`src/rtl/core/rpn_pkg.sv`:
```
`timescale 1ns / 1ps
// shared types and constants of the rpn stack calculator
package rpn_pkg;

	localparam int unsigned DATA_W  = 32;
	localparam int unsigned DEPTH_W = 7;
	localparam int unsigned DIV_STEPS = 32;

	typedef enum logic [2:0] {
		OP_PUSH = 3'd0,
		OP_ADD  = 3'd1,
		OP_SUB  = 3'd2,
		OP_MUL  = 3'd3,
		OP_DIV  = 3'd4,
		OP_PEEK = 3'd5,
		OP_SWAP = 3'd6,
		OP_POP  = 3'd7
	} op_t;

	typedef enum logic [1:0] {
		ST_OK    = 2'd0,
		ST_UNDER = 2'd1,
		ST_FULL  = 2'd2,
		ST_DIVZ  = 2'd3
	} status_t;

	typedef struct packed {
		logic              start;
		logic [DATA_W-1:0] dividend;
		logic [DATA_W-1:0] divisor;
	} div_req_t;

	typedef struct packed {
		logic              done;
		logic [DATA_W-1:0] quotient;
	} div_rsp_t;

endpackage

```
`src/rtl/core/rpn_cmd_if.sv`:
```
`timescale 1ns / 1ps
// command channel of the rpn stack calculator
interface rpn_cmd_if;
	logic                              valid;
	logic                              ready;
	rpn_pkg::op_t                      op;
	logic signed [rpn_pkg::DATA_W-1:0] push_value;

	modport source (output valid, output op, output push_value, input ready);
	modport sink (input valid, input op, input push_value, output ready);
endinterface

```
`src/rtl/core/rpn_res_if.sv`:
```
`timescale 1ns / 1ps
// result channel of the rpn stack calculator
interface rpn_res_if;
	logic                              valid;
	logic                              ready;
	logic signed [rpn_pkg::DATA_W-1:0] top_value;
	rpn_pkg::status_t                  status;
	logic [rpn_pkg::DEPTH_W-1:0]       stack_depth;

	modport source (output valid, output top_value, output status, output stack_depth,
		input ready);
	modport sink (input valid, input top_value, input status, input stack_depth,
		output ready);
endinterface

```
`src/rtl/core/rpn_ram.sv`:
```
`timescale 1ns / 1ps
// generic simple dual-port ram with registered read
module rpn_ram #(
	parameter int unsigned WIDTH = 32,
	parameter int unsigned DEPTH = 64
) (
	input  logic                     clk,
	input  logic                     we,
	input  logic [$clog2(DEPTH)-1:0] waddr,
	input  logic [WIDTH-1:0]         wdata,
	input  logic [$clog2(DEPTH)-1:0] raddr,
	output logic [WIDTH-1:0]         rdata
);
	logic [WIDTH-1:0] mem [DEPTH];

	always_ff @(posedge clk) begin
		if (we) begin
			mem[waddr] <= wdata;
		end
		rdata <= mem[raddr];
	end
endmodule

```
`src/rtl/core/rpn_div.sv`:
```
`timescale 1ns / 1ps
// radix-2 restoring signed divider, truncating toward zero
module rpn_div (
	input  logic              clk,
	input  logic              arst_n,
	input  rpn_pkg::div_req_t req,
	output rpn_pkg::div_rsp_t rsp
);
	localparam int unsigned W  = rpn_pkg::DATA_W;
	localparam int unsigned CW = $clog2(rpn_pkg::DIV_STEPS);

	logic          busy_q;
	logic          fix_q;
	logic          done_q;
	logic [CW-1:0] cnt_q;
	logic          neg_q;
	logic [W-1:0]  dmag_q;
	logic [W-1:0]  rem_q;
	logic [W-1:0]  quo_q;
	logic [W-1:0]  res_q;

	logic [W:0]    shifted;
	logic [W:0]    diff;
	logic [W-1:0]  nmag;
	logic [W-1:0]  dmag;

	assign nmag    = req.dividend[W-1] ? (W'(0) - req.dividend) : req.dividend;
	assign dmag    = req.divisor[W-1] ? (W'(0) - req.divisor) : req.divisor;
	assign shifted = {rem_q, quo_q[W-1]};
	assign diff    = shifted - {1'b0, dmag_q};

	always_ff @(posedge clk or negedge arst_n) begin
		if (!arst_n) begin
			busy_q <= 1'b0;
			fix_q  <= 1'b0;
			done_q <= 1'b0;
			cnt_q  <= '0;
		end else begin
			// done follows the single sign fixup cycle
			done_q <= fix_q;
			if (req.start && !busy_q && !fix_q) begin
				busy_q <= 1'b1;
				cnt_q  <= '0;
				neg_q  <= req.dividend[W-1] ^ req.divisor[W-1];
				dmag_q <= dmag;
				rem_q  <= '0;
				quo_q  <= nmag;
			end else if (busy_q) begin
				// one quotient bit per cycle
				if (!diff[W]) begin
					rem_q <= diff[W-1:0];
					quo_q <= {quo_q[W-2:0], 1'b1};
				end else begin
					rem_q <= shifted[W-1:0];
					quo_q <= {quo_q[W-2:0], 1'b0};
				end
				cnt_q <= cnt_q + CW'(1);
				if (cnt_q == CW'(rpn_pkg::DIV_STEPS - 1)) begin
					busy_q <= 1'b0;
					fix_q  <= 1'b1;
				end
			end else if (fix_q) begin
				// sign fixup
				fix_q  <= 1'b0;
				res_q  <= neg_q ? (W'(0) - quo_q) : quo_q;
			end
		end
	end

	assign rsp.done     = done_q;
	assign rsp.quotient = res_q;
endmodule

```
`src/rtl/core/rpn_stack_calculator_top.sv`:
```
`timescale 1ns / 1ps
// top level of the rpn stack calculator
//
// usage
//  - cmd carries one command per transaction (op, push_value); res returns
//    exactly one transaction per command (top_value, status, stack_depth)
//  - a transaction moves when valid and ready are both high at a clock edge
//  - commands run one at a time: push, peek, pop of a single item and the
//    short-stack errors go from check to the final state; a deeper pop
//    passes a load state, add/sub/mul and divide by zero an exec state, swap
//    exec and a second write, divide exec, 32 divider steps and sign fixup
//  - the stack lives in a ram with one write and one registered read port;
//    the top entry is also cached in a register so that only the second
//    operand needs a ram read
//  - cmd.ready is high whenever no command is in flight; a command may be
//    accepted while the previous result still sits in the output register
//  - if res is stalled, the finished command waits in its last state until
//    the output register frees up, and no new command is taken meanwhile
//  - reset empties the stack at once (stack pointer to zero); the ram is not
//    cleared, as no entry at or above the stack pointer is ever used
module rpn_stack_calculator_top #(
	parameter int unsigned STACK_DEPTH = 64
) (
	input logic        clk,
	input logic        arst_n,
	rpn_cmd_if.sink    cmd,
	rpn_res_if.source  res
);
	localparam int unsigned W  = rpn_pkg::DATA_W;
	localparam int unsigned AW = $clog2(STACK_DEPTH);
	localparam int unsigned PW = $clog2(STACK_DEPTH + 1);

	typedef enum logic [2:0] {
		S_IDLE,
		S_CHECK,
		S_LOAD,
		S_EXEC,
		S_SWAP2,
		S_DIVW,
		S_FIN
	} state_t;

	state_t            state_q;
	logic [PW-1:0]     sp_q;
	logic [W-1:0]      top_q;        // cached copy of the top entry
	logic [W-1:0]      b_q;          // second operand for the swap write-back
	logic [W-1:0]      pop_val_q;
	logic              pop_ok_q;
	rpn_pkg::op_t      op_q;
	logic [W-1:0]      push_q;
	rpn_pkg::status_t  stat_q;

	logic              out_valid_q;
	logic [W-1:0]      out_top_q;
	rpn_pkg::status_t  out_stat_q;
	logic [rpn_pkg::DEPTH_W-1:0] out_depth_q;

	// ram ports
	logic              mem_we;
	logic [AW-1:0]     mem_waddr;
	logic [W-1:0]      mem_wdata;
	logic [AW-1:0]     mem_raddr;
	logic [W-1:0]      mem_rdata;

	logic [PW-1:0]     sp_m1;
	logic [PW-1:0]     sp_m2;
	logic              sp_full;
	logic              sp_empty;
	logic              sp_lt2;
	logic [W-1:0]      alu_res;
	logic              out_free;

	rpn_pkg::div_req_t div_req;
	rpn_pkg::div_rsp_t div_rsp;

	assign sp_m1    = sp_q - PW'(1);
	assign sp_m2    = sp_q - PW'(2);
	assign sp_full  = (sp_q == PW'(STACK_DEPTH));
	assign sp_empty = (sp_q == '0);
	assign sp_lt2   = (sp_q < PW'(2));
	assign out_free = !out_valid_q || res.ready;

	// second operand sits just below the top
	assign mem_raddr = sp_m2[AW-1:0];

	always_comb begin
		case (op_q)
			rpn_pkg::OP_ADD: alu_res = top_q + mem_rdata;
			rpn_pkg::OP_SUB: alu_res = top_q - mem_rdata;
			rpn_pkg::OP_MUL: alu_res = top_q * mem_rdata;
			default:         alu_res = top_q;
		endcase
	end

	// divider kicks off from the exec state with a = top, b = ram data
	assign div_req.start    = (state_q == S_EXEC) && (op_q == rpn_pkg::OP_DIV)
		&& (mem_rdata != '0);
	assign div_req.dividend = top_q;
	assign div_req.divisor  = mem_rdata;

	// write port selection
	always_comb begin
		mem_we    = 1'b0;
		mem_waddr = sp_q[AW-1:0];
		mem_wdata = push_q;
		case (state_q)
			S_CHECK: begin
				mem_we = (op_q == rpn_pkg::OP_PUSH) && !sp_full;
			end
			S_EXEC: begin
				mem_waddr = sp_m2[AW-1:0];
				if (op_q == rpn_pkg::OP_SWAP) begin
					mem_we    = 1'b1;
					mem_wdata = top_q;
				end else if (op_q == rpn_pkg::OP_ADD || op_q == rpn_pkg::OP_SUB
					|| op_q == rpn_pkg::OP_MUL) begin
					mem_we    = 1'b1;
					mem_wdata = alu_res;
				end
			end
			S_SWAP2: begin
				mem_we    = 1'b1;
				mem_waddr = sp_m1[AW-1:0];
				mem_wdata = b_q;
			end
			S_DIVW: begin
				mem_we    = div_rsp.done;
				mem_waddr = sp_m2[AW-1:0];
				mem_wdata = div_rsp.quotient;
			end
			default: begin
				mem_we = 1'b0;
			end
		endcase
	end

	rpn_ram #(
		.WIDTH(W),
		.DEPTH(STACK_DEPTH)
	) u_stack_ram (
		.clk   (clk),
		.we    (mem_we),
		.waddr (mem_waddr),
		.wdata (mem_wdata),
		.raddr (mem_raddr),
		.rdata (mem_rdata)
	);

	rpn_div u_div (
		.clk    (clk),
		.arst_n (arst_n),
		.req    (div_req),
		.rsp    (div_rsp)
	);

	// sequencer, stack pointer, top cache and output register
	always_ff @(posedge clk or negedge arst_n) begin
		if (!arst_n) begin
			state_q     <= S_IDLE;
			sp_q        <= '0;
			pop_ok_q    <= 1'b0;
			out_valid_q <= 1'b0;
		end else begin
			// in the final state the load below decides the output valid
			if (out_valid_q && res.ready && state_q != S_FIN) begin
				out_valid_q <= 1'b0;
			end
			case (state_q)
				S_IDLE: begin
					if (cmd.valid) begin
						op_q     <= cmd.op;
						push_q   <= cmd.push_value;
						stat_q   <= rpn_pkg::ST_OK;
						pop_ok_q <= 1'b0;
						state_q  <= S_CHECK;
					end
				end
				S_CHECK: begin
					// ram read of the entry below the top is in flight
					case (op_q)
						rpn_pkg::OP_PUSH: begin
							state_q <= S_FIN;
							if (sp_full) begin
								stat_q <= rpn_pkg::ST_FULL;
							end else begin
								top_q <= push_q;
								sp_q  <= sp_q + PW'(1);
							end
						end
						rpn_pkg::OP_PEEK: begin
							state_q <= S_FIN;
							if (sp_empty) begin
								stat_q <= rpn_pkg::ST_UNDER;
							end
						end
						rpn_pkg::OP_POP: begin
							if (sp_empty) begin
								stat_q  <= rpn_pkg::ST_UNDER;
								state_q <= S_FIN;
							end else begin
								pop_ok_q  <= 1'b1;
								pop_val_q <= top_q;
								if (sp_lt2) begin
									sp_q    <= sp_m1;
									state_q <= S_FIN;
								end else begin
									state_q <= S_LOAD;
								end
							end
						end
						default: begin
							if (sp_lt2) begin
								stat_q  <= rpn_pkg::ST_UNDER;
								state_q <= S_FIN;
							end else begin
								state_q <= S_EXEC;
							end
						end
					endcase
				end
				S_LOAD: begin
					// refill the top cache after a pop
					top_q   <= mem_rdata;
					sp_q    <= sp_m1;
					state_q <= S_FIN;
				end
				S_EXEC: begin
					b_q <= mem_rdata;
					if (op_q == rpn_pkg::OP_SWAP) begin
						top_q   <= mem_rdata;
						state_q <= S_SWAP2;
					end else if (op_q == rpn_pkg::OP_DIV) begin
						if (mem_rdata == '0) begin
							stat_q  <= rpn_pkg::ST_DIVZ;
							state_q <= S_FIN;
						end else begin
							state_q <= S_DIVW;
						end
					end else begin
						top_q   <= alu_res;
						sp_q    <= sp_m1;
						state_q <= S_FIN;
					end
				end
				S_SWAP2: begin
					state_q <= S_FIN;
				end
				S_DIVW: begin
					if (div_rsp.done) begin
						top_q   <= div_rsp.quotient;
						sp_q    <= sp_m1;
						state_q <= S_FIN;
					end
				end
				S_FIN: begin
					// hold here while the previous result is still unclaimed
					if (out_free) begin
						out_valid_q <= 1'b1;
						out_stat_q  <= stat_q;
						out_depth_q <= rpn_pkg::DEPTH_W'(sp_q);
						if (pop_ok_q) begin
							out_top_q <= pop_val_q;
						end else if (sp_empty) begin
							out_top_q <= '0;
						end else begin
							out_top_q <= top_q;
						end
						state_q <= S_IDLE;
					end
				end
				default: begin
					state_q <= S_IDLE;
				end
			endcase
		end
	end

	assign cmd.ready       = (state_q == S_IDLE);
	assign res.valid       = out_valid_q;
	assign res.top_value   = out_top_q;
	assign res.status      = out_stat_q;
	assign res.stack_depth = out_depth_q;

	// stack pointer stays within the stack
	a_sp_bound: assert property (@(posedge clk) disable iff (!arst_n)
		sp_q <= PW'(STACK_DEPTH))
		else $error("stack pointer beyond stack depth");

	// stack pointer moves by at most one per cycle
	a_sp_step: assert property (@(posedge clk) disable iff (!arst_n)
		(sp_q == $past(sp_q)) || (sp_q == $past(sp_q) + PW'(1))
		|| (sp_q == $past(sp_q) - PW'(1)))
		else $error("stack pointer jumped");

	// divider result only arrives while waiting for it
	a_div_wait: assert property (@(posedge clk) disable iff (!arst_n)
		div_rsp.done |-> (state_q == S_DIVW))
		else $error("divider result outside wait state");

	// a result is loaded only when the output register is free
	a_out_load: assert property (@(posedge clk) disable iff (!arst_n)
		(state_q == S_FIN) && out_valid_q && !res.ready |=> out_valid_q
		&& (state_q == S_FIN))
		else $error("result overwritten while stalled");
endmodule
```
`src/flat_wrapper.sv`:
```
// flat-port wrapper written by rule: the top's interface ports become plain ports
module rpn_stack_calculator_top_flat 
#(
	parameter int unsigned STACK_DEPTH = 64
)
  (clk, arst_n, cmd_valid, cmd_op, cmd_push_value, cmd_ready, res_valid, res_top_value, res_status, res_stack_depth, res_ready);
  rpn_cmd_if cmd_i ();
  rpn_res_if res_i ();
  input logic clk;
  input logic arst_n;
  input wire logic [$bits(cmd_i.valid)-1:0] cmd_valid;
  input wire logic [$bits(cmd_i.op)-1:0] cmd_op;
  input wire logic [$bits(cmd_i.push_value)-1:0] cmd_push_value;
  output wire logic [$bits(cmd_i.ready)-1:0] cmd_ready;
  output wire logic [$bits(res_i.valid)-1:0] res_valid;
  output wire logic [$bits(res_i.top_value)-1:0] res_top_value;
  output wire logic [$bits(res_i.status)-1:0] res_status;
  output wire logic [$bits(res_i.stack_depth)-1:0] res_stack_depth;
  input wire logic [$bits(res_i.ready)-1:0] res_ready;
  assign cmd_i.valid = cmd_valid;
  assign cmd_i.op = cmd_op;
  assign cmd_i.push_value = cmd_push_value;
  assign cmd_ready = cmd_i.ready;
  assign res_valid = res_i.valid;
  assign res_top_value = res_i.top_value;
  assign res_status = res_i.status;
  assign res_stack_depth = res_i.stack_depth;
  assign res_i.ready = res_ready;
  rpn_stack_calculator_top #(.STACK_DEPTH(STACK_DEPTH)) u_core (.clk(clk), .arst_n(arst_n), .cmd(cmd_i), .res(res_i));
endmodule
```
`config.mk`:
```
export PLATFORM = sky130hd
export DESIGN_NAME = rpn_stack_calculator_top_flat
export DESIGN_NICKNAME = d
export VERILOG_FILES = /design/src/rtl/core/rpn_pkg.sv /design/src/rtl/core/rpn_cmd_if.sv /design/src/rtl/core/rpn_res_if.sv /design/src/rtl/core/rpn_ram.sv /design/src/rtl/core/rpn_div.sv /design/src/rtl/core/rpn_stack_calculator_top.sv /design/src/flat_wrapper.sv
export SDC_FILE = /design/constraint.sdc
export NUM_CORES = 2
export LEC_CHECK = 0
export BUFFER_PORTS_ARGS = -buffer_cell sky130_fd_sc_hd__buf_2
export CAP_MARGIN = 20
export CORE_MARGIN = 2
export CORE_UTILIZATION = 58
export DETAILED_ROUTE_END_ITERATION = 12
export PLACE_DENSITY = 0.77
export SYNTH_ARGS = -nofsm -noshare
export SYNTH_HDL_FRONTEND = slang
export SYNTH_SLANG_ARGS = --single-unit
```
`constraint.sdc`:
```
create_clock -name clk -period 9.3 [get_ports clk]
set_input_delay 0.93 -clock clk [delete_from_list [all_inputs] [get_ports clk]]
set_output_delay 0.93 -clock clk [all_outputs]
set_load 0.01 [all_outputs]
```
==> out/metrics.yaml <==
synthTopCellsByCount: "edfxtp_1, mux4_2, inv_1"
setup_violations: 0
largest_reg_flops: 2048
postCtsHoldBufs: 0
ys_ff_latch: 2403
crit_type: "register to register"
cp_slowest_cell: "dfxtp_1"
avgViaCountPerCell: 6.80
clock_sinks: 2403
finalWeightedCongestion: 1.04
max-cap-violations: 0
num_vias: 66578
grt_max_degree: 118
first_iter_violations: 8687
clock_path_buffers: 3
dp_hpwl_um: 192000
yosysTopAreaCellShare: 0.617
ios: 82
postCtsSetupBuffers: 0
grt_pass1_wl_um: 483000
endpoint_kind: "register"
final.min_clock_period_ps: 8890
netlist_area_sq_mm: 0.114
critPathLaunchType: "register"
setup_tns_ps: 0
drt-wirelength-per-cell_um: 34.1
yosysWarningCount: 0
post-place-cells: 9363
core-area_sq_mm: 0.195
fin_nets: 7614
synth_edf_count: 2351
post_cts_resize_count: 0
htreeDepth: 4
ys_types: 85
firstDrtPassIters: 6
ff2ff_setup_slack_ps: 410
rsz0062_at_grt: "no"
slowest_delay_ps: 1030
crit_top_cell: "fa_1"
synthTopCellsByArea: "edfxtp_1, mux4_2, fa_1"
synthArstFlopShare: 0.00832
cts-root-buf: "clkbuf_16"
ant_nets: 0
port_buffers: 81
rr_startpoint: "u_core.u_stack_ram.rdata[8]$_DFF_P_"
fmax_mhz: 113
synth.most_common_cell: "edfxtp_1"
wirelength_um: 334000
finalHoldViolations: 0
die_w_um: 448
clk_latency_ps: 900
finClkSkew_ps: 109
fin_crit_sh: 0.956
syn-mean-instance-area_sq_um: 16.8
cp_cell_sequence: "buf_4, nand2_1, fa_1, fa_1, fa_1, fa_1, fa_1, inv_1, fa_1, fa_1, fa_1, ha_1, inv_1, a21oi_1, a211oi_1, o21ai_0, a222oi_1, a21oi_1, xnor2_1, a211o_1, a21oi_4, buf_12"
grt_overflow: 0
syn_inst: 6823
grt_pass1_vias: 67806
max-slew-margin-rel: 0.231
syn_nets: 7469
rows: 162
grtUsageTotal: 0.338
route.detailed.drc: 0
fin_cells: 9796
required_ps: 9950
die_area_sq_mm: 0.201
status: "finished, final reports clean"
antenna_found_initial: 38
synth_top_area_cell: "edfxtp_1"
arrival_ps: 9530
holdWs_ps: 98.2
hold_class: "input port to asynchronous set/reset pin"
drive_gt1_frac: 0.207
cts_buffers: 226
start_util: 0.585
crit_path_max_fanout: 64
tritoncts: "built"
die_y_um: 448
ys.flop_type: "edfxtp_1"
yosysSeqAreaShare: 0.627
path_clk_slew_ps: 70
finalMaxSlewViolations: 0
tightestPinTransition_ps: 1150
crit_start: "u_core.u_stack_ram.rdata[8]$_DFF_P_"
area_growth_pct: 11.0
largest-register: "u_core.u_stack_ram.mem"
## layer usage
metal  GRT usage  part of all wire
met1       0.429              0.35
met2       0.569              0.50
met3      0.0616             0.094
met4       0.160             0.056
met5           0           0.00039
## area by class of cell
type                            instances  area, sq um
Clock buffer                          276         5940
Clock inverter                        148         1520
Antenna cell                            8         20.0
Timing Repair Buffer                  321         2380
Multi-Input combinational cell       3565        40300
Fill cell                           12736        68500
Sequential cell                      2403        71700
Tap cell                             2624         3280
Inverter                              451         1690
## cells by family (layout without fill, tap and decap cells)
kind of cell,count (synthesis),after routing,synth area share
simple gates,1199,1199,0.0514
other cells,0,8,0
xor+xnor,263,263,0.0201
buf+inv,855,1196,0.0285
mux,720,720,0.136
fa+ha+maj,607,607,0.0933
flops,2403,2403,0.627
compound gates,776,776,0.0428
## layout by cell type, fill, tap and decap left out, types with 46 or more instances in the layout
master and instances:
and2_1 316, clkinv_2 51, mux4_2 671, clkbuf_16 227, clkinv_1 46, o21ai_0 184, xnor2_1 155, inv_1 449
ha_1 196, a22o_1 50, a21oi_1 219, edfxtp_1 2351, xor2_1 104, nor2_1 143, mux2i_1 46, buf_2 81
nor2_4 72, nand2_1 438, fa_1 410, buf_4 225
## final timing paths
kind,to,depth (start not counted)
min,u_core.state_q[1]$_DFFE_PN0P_,1
max in group asynchronous,u_core.u_div.cnt_q[2]$_DFFE_PN0N_,2
min in group clk,u_core.push_q[31]$_DFFE_PP_,1
max,u_core.u_stack_ram.mem[21][31]$_DFFE_PP_,22
min reg2reg,u_core.res.status[0]$_DFFE_PP_,0
max reg2reg,u_core.u_stack_ram.mem[21][31]$_DFFE_PP_,22
## critical path: cells and delay by family, from the launching register on
kind / cells / cell delay (ps)
fa+ha+maj: 9 / 4480
simple gates: 1 / 110
flops: 1 / 1030
xor+xnor: 1 / 240
buf+inv: 4 / 830
compound gates: 7 / 1890
## metrics by stage
stage	cell area, sq um	utilization	worst slack, ps
6_report	127000	0.649	413
5_1_grt	127000	0.649	35.9
4_1_cts	127000	0.649	530
3_5_place_dp	119000	0.611	594
3_3_place_gp	119000	0.611	727
2_1_floorplan	114000	-	38.6
Power is not shown: default switching activity piles up to over one toggle a cycle in this logic, so the estimate is an artifact.
